<file path="config.mk">
export PLATFORM = sky130hd
export DESIGN_NAME = jcc_zone
export DESIGN_NICKNAME = d
export VERILOG_FILES = /design/src/design/jcc_zone.sv
export SDC_FILE = /design/constraint.sdc
export NUM_CORES = 1
export LEC_CHECK = 0
export BUFFER_PORTS_ARGS = -buffer_cell sky130_fd_sc_hd__buf_2
export CAP_MARGIN = 20
export CORE_ASPECT_RATIO = 1.75
export CORE_MARGIN = 1.5
export CORE_UTILIZATION = 50
export DETAILED_ROUTE_END_ITERATION = 16
export PLACE_DENSITY = 0.72
export RECOVER_POWER = 25
export SYNTH_ARGS = -nofsm -noshare
export SYNTH_HDL_FRONTEND = slang
export SYNTH_SLANG_ARGS = --single-unit
</file>
<file path="constraint.sdc">
create_clock -name vclk -period 19.3
set_clock_uncertainty 0.05 [all_clocks]
set_input_delay 2.895 -clock vclk [all_inputs]
set_output_delay 2.895 -clock vclk [all_outputs]
set_load 0.01 [all_outputs]
</file>
<file path="src/design/jcc_zone.sv">
// ============================================================================
// jcc_zone
// Deadzone bounds of one axis from centre and tracked min/max:
// low = c - ceil(r/5) floored at 0, high = c + floor(r/5) capped at all ones.
// ============================================================================
`default_nettype none

module jcc_zone #(
   parameter int AXIS_BITS = 16
) (
   input  wire logic [AXIS_BITS-1:0] centre,
   input  wire logic [AXIS_BITS-1:0] min_val,
   input  wire logic [AXIS_BITS-1:0] max_val,
   output logic      [AXIS_BITS-1:0] dead_low,
   output logic      [AXIS_BITS-1:0] dead_high
);

   localparam int SHIFT = AXIS_BITS + 2;
   localparam int PW    = 2 * AXIS_BITS + 2;
   // reciprocal of five, rounded up; exact floor for all ranges below 2^AXIS_BITS
   localparam logic [PW-1:0] RECIP5 = PW'(((64'd1 << SHIFT) + 64'd4) / 64'd5);

   logic [AXIS_BITS-1:0] range;
   logic [PW-1:0]        prod;
   logic [AXIS_BITS-1:0] quot;
   logic [AXIS_BITS-1:0] times5;
   logic [AXIS_BITS-1:0] below;
   logic [AXIS_BITS:0]   sum;

   assign range  = (max_val >= min_val) ? (max_val - min_val) : '0;
   assign prod   = PW'(range) * RECIP5;
   assign quot   = prod[SHIFT +: AXIS_BITS];
   assign times5 = (quot << 2) + quot;
   assign below  = quot + AXIS_BITS'(range != times5);
   assign sum    = {1'b0, centre} + {1'b0, quot};

   assign dead_low  = (centre >= below) ? (centre - below) : '0;
   assign dead_high = sum[AXIS_BITS] ? '1 : sum[AXIS_BITS-1:0];

endmodule

`default_nettype wire

</file>
==> run_results.csv <==
group,metric,value,unit
sta,tightest_slew,879,ps
final_layout,utilization,58.5,%
sta,setup_violations,0,
final_layout,final_common_cell,"inv_1",
synthesis,synth.distinct_cells,83,
route,wl_per_cell,17.5,um
worst_setup_path,path_max_fanout,15,
sta,slew_headroom,40.9,%
worst_setup_path,crit_start,"min_val[0]",
route,drtIter0Drc,298,
synthesis,ys_seq_area_share,0,%
route,via_count,7415,
worst_setup_path,crit_slowest_cell,"fa_1",
route,ant_nets,0,
global_route,grt-ovfl-total,0,
status,outcome,"completed",
final_layout,seq_area,0,sq um
synthesis,synth_cells,1000,
min_path,hold_path_class,"in -> out",
global_route,grt_pass1_wl,36800,um
final_layout,clkbuf_count,0,
worst_setup_path,worstSetupPathType,"in -> out",
final_layout,drive_gt1_share,18.0,%
placed_design,io_buffers,80,
final_layout,area_delta_synth_final,14.0,%
final_layout,seq_cells,0,
cts,hold_buffers,0,
die,die_w,99.9,um
route,wl,23000,um
sta,final-hold-violation-count,0,
final_layout,final_cell_mix,"inv_1, ha_1, fa_1",
die,dieArea,0.0173,sq mm
route,dr.pass1.iters,5,
global_route,grt_pass1_vias,8010,
sta,slew_violations,0,
route,drcViolationCount,0,
synthesis,ys_warn_count,0,
worst_setup_path,crit_buf_inv,9,
sta,fmax,0.0532,GHz
min_path,min_from,"centre[14]",
worst_setup_path,crit_family,"adder cells",
route,via_per_inst,5.63,
die,fp.dieH,173,um
die,rows,61,
placed_design,gp_congestion,1.01,
die,pin_count,80,
global_route,grt_max_degree,16,
worst_setup_path,cpPeakStageDelay,540,ps
final_layout,fin_nets,1449,
placed_design,dp_hpwl,20500,um
synthesis,synth_area,0.00822,sq mm
worst_setup_path,arrival,15860,ps
synthesis,syn_avg_cell_area,8.22,sq um
die,start_util,51.3,%
worst_setup_path,worstSetupStartpointType,"primary input",
die,fp.coreArea,0.0160,sq mm
global_route,antenna_found_initial,0,
sta,fin_crit_sh,97.5,%
job,cap_violations,0,
worst_setup_path,worstSetupEndpointType,"primary output",
synthesis,syn-num-nets,1319,
sta,period_minus_slack,18810,ps
worst_setup_path,crit_required,16360,ps
final_layout,antenna_cells,0,
global_route,grt_usage,26.8,%
## worst paths after layout
check                 depth (start not counted)  slack [ps]       endpoint
worst max-delay path                         60         490    dead_low[7]
worst min-delay path                          3        6140  dead_high[14]
## area by class of cell
| cell class | count | area, sq um |
|---|---|---|
| timing repair buffer | 134 | 810 |
| multi-input combinational | 782 | 7530 |
| inverter | 212 | 798 |
| tap | 189 | 236 |
| fill | 1499 | 6660 |
## kinds of logic (layout without fill, tap and decap cells)
group	Yosys count	after routing	synth area share [%]
multiplexers	5	5	0.624
adder cells (fa/ha/maj)	275	275	49.3
XOR/XNOR	84	84	9.13
buffers and inverters	218	346	10.0
AO/OA/AOI/OAI	190	190	16.2
AND/OR/NAND/NOR	228	228	14.7
## per-stage QoR
step	setup TNS [ps]	std cells	hold WS [ps]	area [sq um]	setup slack [ps]
final	0	1317	6140	9370	491
after global routing	-2100	1317	6170	9370	-159
after global placement	0	1314	6130	9220	71.7
after floorplan	0	1000	5880	8220	231
after detailed placement	-3830	1314	6130	9220	-294
after CTS	0	1314	6140	9230	5.30
## worst min-delay path, cell delays in order
cell and delay [ps]:
buf_2 140, mux2_1 140, buf_2 120
## synth_stat cells (2+ instances only)
cell	number	area (sq um)
xor2_1	30	263
a211oi_1	7	52.6
o21ai_1	6	30.0
nand4_2	2	25.0
a21oi_2	2	17.5
ha_1	188	2350
a31o_2	3	26.3
nor2_1	49	184
nor4_1	5	31.3
o21a_1	5	37.5
maj3_1	3	30.0
and3_1	7	43.8
or3_1	7	43.8
xnor2_1	52	455
or2_2	4	25.0
nor2b_1	12	75.1
o21bai_1	9	67.6
xnor2_2	2	32.5
nor3_1	21	105
a21o_1	19	143
nand2_1	59	221
nand3_1	18	90.1
mux2i_1	4	40.0
a211o_2	2	20.0
o211ai_1	2	15.0
and3_2	2	15.0
a21oi_1	54	270
inv_1	211	792
nand2b_1	10	62.6
and2_1	6	37.5
a2111oi_0	2	17.5
fa_1	83	1660
a21boi_0	8	60.1
nand4b_1	2	17.5
clkbuf_1	4	15.0
o31ai_1	3	22.5
a211o_1	3	26.3
o21ai_0	34	170
a31oi_1	8	50.1
nand4_1	9	56.3
## timing repair
| action | CTS | global route |
|---|---|---|
| resized for setup | 7 | 36 |
| pin swaps | 0 | 12 |
| setup endpoints to repair | 16 | 16 |
| gates cloned | 0 | 0 |
| buffers inserted | 0 | 3 |
## metal layers
layer	share of wire (%)	track usage (%)	vias up
met5	0	0	-
met4	6.8	14.6	0
met3	2.4	1.17	91
met2	57	55.8	208
met1	33	24.3	3495
li1	-	-	3621
Power is not shown: default switching activity piles up to over one toggle a cycle in this logic, so the estimate is an artifact.
