===== config.mk =====
export PLATFORM = sky130hd
export DESIGN_NAME = jcc_classify
export DESIGN_NICKNAME = d
export VERILOG_FILES = /design/src/design/jcc_pkg.sv /design/src/design/jcc_classify.sv
export SDC_FILE = /design/constraint.sdc
export NUM_CORES = 1
export LEC_CHECK = 0
export ABC_AREA = 1
export ABC_CLOCK_PERIOD_IN_PS = 1320
export BUFFER_PORTS_ARGS = -buffer_cell sky130_fd_sc_hd__buf_2
export CAP_MARGIN = 30
export CORE_UTILIZATION = 30
export DETAILED_ROUTE_END_ITERATION = 10
export PLACE_DENSITY_LB_ADDON = 0.25
export SYNTH_ARGS = -nofsm -noshare
export SYNTH_HDL_FRONTEND = slang
export SYNTH_SLANG_ARGS = --single-unit

===== constraint.sdc =====
create_clock -name vclk -period 1.32
set_clock_uncertainty 0.2 [all_clocks]
set_input_delay 0.264 -clock vclk [all_inputs]
set_output_delay 0.264 -clock vclk [all_outputs]
set_load 0.005 [all_outputs]

===== src/design/jcc_pkg.sv =====
// ============================================================================
// jcc_pkg
// Shared types and codes for the joystick calibrate and classify core.
// ============================================================================
`default_nettype none

package jcc_pkg;

   localparam int FIELD_BITS = 16;
   localparam int PORT_BITS  = 8;
   localparam int DIR_BITS   = 6;

   typedef logic [1:0]            cmd_type;
   typedef logic [2:0]            phase_type;
   typedef logic [DIR_BITS-1:0]   dir_type;
   typedef logic [FIELD_BITS-1:0] field_type;
   typedef logic [PORT_BITS-1:0]  port_type;

   // commands
   localparam cmd_type CMD_SAMPLE  = 2'd0;
   localparam cmd_type CMD_QUIT    = 2'd1;
   localparam cmd_type CMD_RESTART = 2'd2;
   localparam cmd_type CMD_START   = 2'd3;

   // calibration phases
   localparam phase_type PH_IDLE   = 3'd0;
   localparam phase_type PH_MINMAX = 3'd1;
   localparam phase_type PH_REL1   = 3'd2;
   localparam phase_type PH_CENTRE = 3'd3;
   localparam phase_type PH_REL2   = 3'd4;
   localparam phase_type PH_FINAL  = 3'd5;
   localparam phase_type PH_REL3   = 3'd6;

   // port byte bits, active low
   localparam int BTN1_BIT = 4;
   localparam int BTN2_BIT = 5;

   // direction flag positions
   localparam int DIR_LEFT  = 0;
   localparam int DIR_RIGHT = 1;
   localparam int DIR_UP    = 2;
   localparam int DIR_DOWN  = 3;
   localparam int DIR_BTN1  = 4;
   localparam int DIR_BTN2  = 5;

endpackage

`default_nettype wire


===== src/design/jcc_classify.sv =====
// ============================================================================
// jcc_classify
// Direction and button flags of one sample against the deadzone.
// ============================================================================
`default_nettype none

module jcc_classify #(
   parameter int AXIS_BITS = 16
) (
   input  wire logic [AXIS_BITS-1:0] axis_x,
   input  wire logic [AXIS_BITS-1:0] axis_y,
   input  wire logic [AXIS_BITS-1:0] dead_low_x,
   input  wire logic [AXIS_BITS-1:0] dead_high_x,
   input  wire logic [AXIS_BITS-1:0] dead_low_y,
   input  wire logic [AXIS_BITS-1:0] dead_high_y,
   input  wire logic                 connected,
   input  wire logic                 btn1,
   input  wire logic                 btn2,
   output jcc_pkg::dir_type          directions
);

   always_comb begin
      directions = '0;
      if (connected) begin
         directions[jcc_pkg::DIR_LEFT]  = axis_x < dead_low_x;
         directions[jcc_pkg::DIR_RIGHT] = axis_x > dead_high_x;
         directions[jcc_pkg::DIR_UP]    = axis_y < dead_low_y;
         directions[jcc_pkg::DIR_DOWN]  = axis_y > dead_high_y;
         directions[jcc_pkg::DIR_BTN1]  = btn1;
         directions[jcc_pkg::DIR_BTN2]  = btn2;
      end
   end

endmodule

`default_nettype wire


==> run summary, run 1 <==
Dividing the detail-routed via count by the number of cells gives 4.46. The worst setup path is captured at an output port. The number of flip-flops and latches is 0. The total area inside the core boundary comes to 5270 um2. The initial utilization of the core area, before any placement, comes to 32.0%. Final hold analysis gives a worst-case slack of 0.574 ns. The min-delay analysis places its worst path in the category input port to output port. Once layout is complete, the utilization of the core stands at 61.0%.

The tools report the via count of the first global-routing pass as 2000. In this run the worst setup path begins at axis_y[13]. The global route total overflow was 0. The netlist uses 17 different library cells. The die area was 5920 um2; the y dimension of the die was 76.9 um. The worst hold path depth was 4.

The critical-path maximum fanout was 2. For this run, the total global-route usage over all layers was measured as 15.6%. Data on the critical path arrives at its endpoint at 1.29 ns. The layout has 0 clock buffers. The leakage power was 1.70 nW; the number of optimization iterations in the first detailed-route pass was 4.

The number of synthesis warnings is 0, and the starting DRC count in detailed routing is 21. The number of rows created at floorplan came out at 26. After detailed routing, the number of remaining DRC violations is 0.

The placed instances occupy a cell area of 2720 um2. The sequential cell area came out at 0 um2. The final reports fail on negative setup slack.

The run finished, with violations left. The routed design could run at a clock period as short as 1.75 ns. The max-slew violation total from the final report is 0, and the port buffer count is 105. The multi-input combinational cells in the finished layout cover a total of 1990 um2. In this design, the stage delay of the slowest critical-path cell is 0.27 ns.

The tools report the synthesized net count as 437. In this run the count of I/O pins placed on the die edge is 105. Entering global routing, the biggest net connects 5 pins.

At the pin with the least slew margin, the transition time is 0.216 ns. Critical path class: input port to output port. The slowest stage of the critical path is the sky130_fd_sc_hd__ha_4 cell.

Critical path capture point: directions[3]. By instance count, the leading cell after synthesis is sky130_fd_sc_hd__inv_1. The largest area contributor in the netlist was sky130_fd_sc_hd__ha_1. Detailed placement finished with a half-perimeter wire length of 3950 um. The number of antenna violations at the first check in global routing came out at 0.

The synthesized netlist occupies a cell area of 1680 um2. The final layout contains routed wiring with a total length of 4740 um. For the number of antenna cells inserted, the log shows 0. By area the synthesized netlist is led by sky130_fd_sc_hd__ha_1, sky130_fd_sc_hd__inv_1, sky130_fd_sc_hd__nand2_1.

The gate count of the mapped netlist is 276, and the final number of setup-violating endpoints is 4. After synthesis, the largest area contributor takes up 46.1% of total cell area. The first global-routing pass estimated 7900 um of wire. The fraction of final layout cells sized beyond drive strength 1 is 58.1%.

Setup repair after global routing could not meet its margin everywhere. IR analysis of the VDD net gives a maximum drop of 0.141 mV. Relative to the synthesized area, the layout overhead comes to 90.9%. Average footprint of a synthesized cell: 6.10 um2.

The slack of the critical path was -0.431 ns; the final period utilization was 133%. The run gives -1.63 ns as the summed negative setup slack over all endpoints. The most repeated library cell on the critical path is sky130_fd_sc_hd__nand2_1. The number of inserted filler cells in the final layout is 479. Sorting the synthesized cells by how often they occur yields sky130_fd_sc_hd__inv_1, sky130_fd_sc_hd__nand2_1, sky130_fd_sc_hd__ha_1. The tool flagged a number of max-cap violations equal to 0. The total number of vias was 2023. STA classifies the critical path startpoint as an input port. The finished cells cover 3220 um2. The logs give 0 for the number of nets with antenna violations after routing and 571 MHz for the maximum clock rate. At the worst endpoint, the required time is 0.86 ns.

For this design the ratio of total power to cell area is 305 nW/um2. For this run, the number of standard cells in the final layout without fillers is 454. The logs give 453 for the cell count after placement and 0% for the portion of the post-synthesis area used by sequential elements. The final-report hold violation count is 0, and the horizontal extent of the die is 76.9 um. The final-stage net count is 547, and the tightest slew margin relative to the limit is 85.5%. The critical path goes through buf_4 > ha_4 > nand2_2 > nor2_2 > nand2_1 > clkinv_1 > nand2_1 > a21oi_2 > buf_2.

Routability-driven placement finished with a final weighted congestion of 0.728. The routed wire length per instance works out to 10.4 um.
## final cells by class
class	instances	share of cell area (%)
multi-input combinational	194	61.9
timing repair buffer	108	23.3
inverter	82	12.0
tap	70	2.72
## where the power goes
group | internal (W) | leakage, nW | total [W] | switching, W
combinational | 0.000523 | 1.70 | 0.000980 | 0.000457
sequential | 0 | 0 | 0 | 0
clock | 0 | 0 | 0 | 0
total | 0.000523 | 1.70 | 0.000980 | 0.000457
## through the flow
step | setup WS (ns) | power [W]
CTS | -0.458 | 0.000896
floorplan | -0.175 | 0.000456
global placement | -0.511 | 0.000757
global route | -0.508 | 0.00111
detailed placement | -0.551 | 0.000777
finish | -0.431 | 0.000980
## metal layers
metal,GRT usage (%),wire length [um]
met1,17.2,1880
met2,32.5,2580
met3,1.31,246
met4,1.54,38
met5,0,0
## how the worst min path moves through the flow
stage	from	endpoint	slack, ns
after floorplan	connected	directions[4]	0.40
after global placement	btn1	directions[4]	0.57
after detailed placement	btn2	directions[5]	0.57
after CTS	btn2	directions[5]	0.57
after global routing	btn2	directions[5]	0.58
final	btn2	directions[5]	0.57
## critical path: cells and delay by family
family | cells | cell delay (ns)
buffers and inverters | 3 | 0.31
adder cells (fa/ha/maj) | 1 | 0.27
AND/OR/NAND/NOR | 4 | 0.30
AO/OA/AOI/OAI | 1 | 0.15
## timing repair
| action | in CTS | in global routing |
|---|---|---|
| pin swaps | 40 | 35 |
| hold buffers | 0 | 0 |
| cloned | 0 | 0 |
| setup endpoints to repair | 4 | 4 |
| buffers inserted | 0 | 1 |
| gates resized for setup | 68 | 45 |
## cell families (layout without fill, tap and decap cells)
| logic type | after synthesis | in the layout | synth area share (%) |
|---|---|---|---|
| buf+inv | 82 | 190 | 18.3 |
| fa+ha+maj | 62 | 62 | 46.1 |
| simple gates | 96 | 96 | 23.8 |
| compound gates | 36 | 36 | 11.9 |
## placed cells by master, fill, tap and decap left out, types with 3 or more instances in the layout
cell                      count
sky130_fd_sc_hd__inv_1       42
sky130_fd_sc_hd__inv_6        3
sky130_fd_sc_hd__buf_8        6
sky130_fd_sc_hd__nand2_2     12
sky130_fd_sc_hd__a21o_1       4
sky130_fd_sc_hd__a21oi_1     13
sky130_fd_sc_hd__buf_4        5
sky130_fd_sc_hd__nor2_2       3
sky130_fd_sc_hd__ha_4        40
sky130_fd_sc_hd__buf_2       75
sky130_fd_sc_hd__nor2_1       9
sky130_fd_sc_hd__a21oi_2     11
sky130_fd_sc_hd__nand4_1      4
sky130_fd_sc_hd__inv_2       25
sky130_fd_sc_hd__nand2_4      3
sky130_fd_sc_hd__o21ai_1      4
sky130_fd_sc_hd__nand2_1     55
sky130_fd_sc_hd__ha_1        20
sky130_fd_sc_hd__inv_12       3
sky130_fd_sc_hd__inv_4        7
sky130_fd_sc_hd__buf_6       22
Power figures use the tool's default switching activity.
==> inputs of run 2 (changes only) <==
--- a/config.mk
+++ b/config.mk
@@ -12,6 +12,7 @@
 export CORE_UTILIZATION = 30
 export DETAILED_ROUTE_END_ITERATION = 10
 export PLACE_DENSITY_LB_ADDON = 0.25
+export RECOVER_POWER = 100
 export SYNTH_ARGS = -nofsm -noshare
 export SYNTH_HDL_FRONTEND = slang
 export SYNTH_SLANG_ARGS = --single-unit
==> run 2 against run 1 <==
The flow still finishes with violations (negative setup slack). Utilization hardly changed. Power hardly changed. Critical path depth stayed put. Count of clock-buffer cells in the layout stayed put. Non-clock buffer count stayed put. Global-route usage stayed put. Sequential cell count stayed put. First-iteration DRC count stayed put. Highest routed layer unchanged.
==> run summary, run 2 (synthesis gave the netlist of run 1 again) <==
Port buffering added 105 buffers. The critical path buffer and inverter count came out at 3. Clock group share of total power: 0%. The final reports fail on negative setup slack. In this run, post-CTS hold repair placed 0 buffers. The part of the power in combinational logic is 100.0%.

The type of the most critical hold path is input port to output port. The die covers 5920 um2. The final number of setup-violating endpoints came out at 4. Setup repair after global routing could not meet its margin everywhere.

The worst voltage drop across the vdd grid was 0.141 mV; the data required time at the worst endpoint was 0.86 ns. For this run, the slowest stage of the critical path takes 0.27 ns. Timing would allow up to 571 MHz. The switching part of the total power works out to 46.7%. For the worst setup path, the data arrival time is 1.29 ns. Initial standard-cell utilization of the core: 32.0%. The cell type group with the largest total delay on the critical path was buffers and inverters. The y dimension of the die works out to 76.9 um. For the maximum number of pins on one net before global-route repair, the log shows 5.

The tightest slew margin relative to the limit was 85.5%. The signal on the critical path passes through buf_4 > ha_4 > nand2_2 > nor2_2 > nand2_1 > clkinv_1 > nand2_1 > a21oi_2 > buf_2. The analysis attributes to net switching a power of 0.000457 W. The post-route minimum period was 1.75 ns; the worst hold path depth was 4. The tools report the endpoint class of the critical path as an output port. After layout, the clock buffer instance count stands at 0. In the final design database the tool counted 547 nets. The detailed router finished its first iteration with 21 violations. The floorplan step set the die width to 76.9 um. Final period utilization: 133%. In the routed design, unresolved DRC markers number 0. Summed over all layers, the global routing overflow is 0.

The part of the power in registers was 0%. For this design the top-level I/O count stands at 105. Via count of the first global-routing pass: 2000. Summing all flip-flop and latch instances after layout gives 0 um2. Leaving out fill and tap cells, the most frequent cells in the layout are sky130_fd_sc_hd__buf_2, sky130_fd_sc_hd__nand2_1, sky130_fd_sc_hd__inv_1. The average vias per placed instance was 4.46. Cells fill 61.0% of the core in the end.

The first-pass GRT wire length came out at 7900 um. Final hold analysis gives a worst-case slack of 0.574 ns. The critical path crosses 9 cells after its start point. For the leakage power, the log shows 1.70 nW. At the end of routability-driven placement, the weighted congestion stood at 0.728. The overall routed net length came out at 4740 um. Number of optimization iterations in the first detailed-route pass: 4. The run gives 0 as the final-report hold violation count. The signed area change from the synthesized netlist to the final layout was 90.9%.

The run finished, with violations left. Power spread over the standard cell area amounts to 305 nW/um2. Number of rows created at floorplan: 26. The total global-route track usage was 15.6%; the slew at the pin closest to its max-slew limit was 0.216 ns. The region available for standard cell placement spans 5270 um2.

The run gives 0 as the number of antenna violations at the first check in global routing. The count of max-cap constraint violations is 0. The number of antenna diodes in the final layout is 0. The routed wire length per instance came out at 10.4 um.

The startpoint class of the critical path is an input port. In this run the worst path has a maximum fanout of 2. The design has 0 sequential cells. The slack of the critical path is -0.431 ns.

The critical path class is input port to output port. The cell type of the slowest stage on the worst timing path was sky130_fd_sc_hd__ha_4. The run gives 0.000523 W as the total internal power. Counting stages on the worst path, the most repeated cell is sky130_fd_sc_hd__nand2_1. HPWL after detailed placement: 3950 um. The most frequent standard cell in the layout excluding fill and tap cells was sky130_fd_sc_hd__buf_2.

In this run the remaining antenna-violating nets after routing total 0. Max-slew violation total from the final report: 0. The fraction of final layout cells sized beyond drive strength 1 was 57.8%. The final route contains 2023 vias.
run 2: timing repair:
action / 4_1_cts / 5_1_grt
gates resized for setup: 68 / 45
gates cloned: 0 / 0
pin swaps: 40 / 35
setup buffers: 0 / 1
endpoints found under the setup margin: 4 / 4
run 2: path summary, 6_finish.rpt:
kind / startpoint / end / slack [ns]
min: btn2 / directions[5] / 0.57
max: axis_y[13] / directions[3] / -0.43
run 2: worst min-delay path, stage by stage:
cell and delay [ns]:
sky130_fd_sc_hd__buf_2 0.08, sky130_fd_sc_hd__nand2_1 0.04, sky130_fd_sc_hd__inv_1 0.04, sky130_fd_sc_hd__buf_2 0.09
run 2: layer usage:
metal / share of wire (%) / vias to the layer above / GRT usage (%)
met5: 0 / - / 0
met4: 0.80 / 0 / 1.54
met3: 5.2 / 4 / 1.31
met2: 54 / 67 / 32.5
met1: 40 / 873 / 17.2
li1: - / 1079 / -
run 2: cell type report:
cell class                 instances  area (um2)
fill                             480        2060
inverter                          82         385
multi-input combinational        194        1990
tap                               70        87.6
timing repair buffer             108         749
run 2: through the flow:
step / area, um2 / total power, W / worst slack (ns) / cells / TNS (ns)
after CTS: 3020 / 0.000896 / -0.458 / 453 / -1.67
final: 3210 / 0.000980 / -0.431 / 454 / -1.63
after floorplan: 2090 / 0.000456 / -0.175 / 276 / -0.557
after global routing: 3210 / 0.00111 / -0.508 / 454 / -1.99
after global placement: 2720 / 0.000757 / -0.511 / 453 / -1.89
after detailed placement: 2720 / 0.000777 / -0.551 / 453 / -1.98
run 2: power by group through the flow:
| stage | clock network (W) | registers (W) | logic, W |
|---|---|---|---|
| after floorplan | 0 | 0 | 0.000456 |
| after global placement | 0 | 0 | 0.000757 |
| after detailed placement | 0 | 0 | 0.000777 |
| after CTS | 0 | 0 | 0.000896 |
| after global routing | 0 | 0 | 0.00111 |
| final | 0 | 0 | 0.000980 |
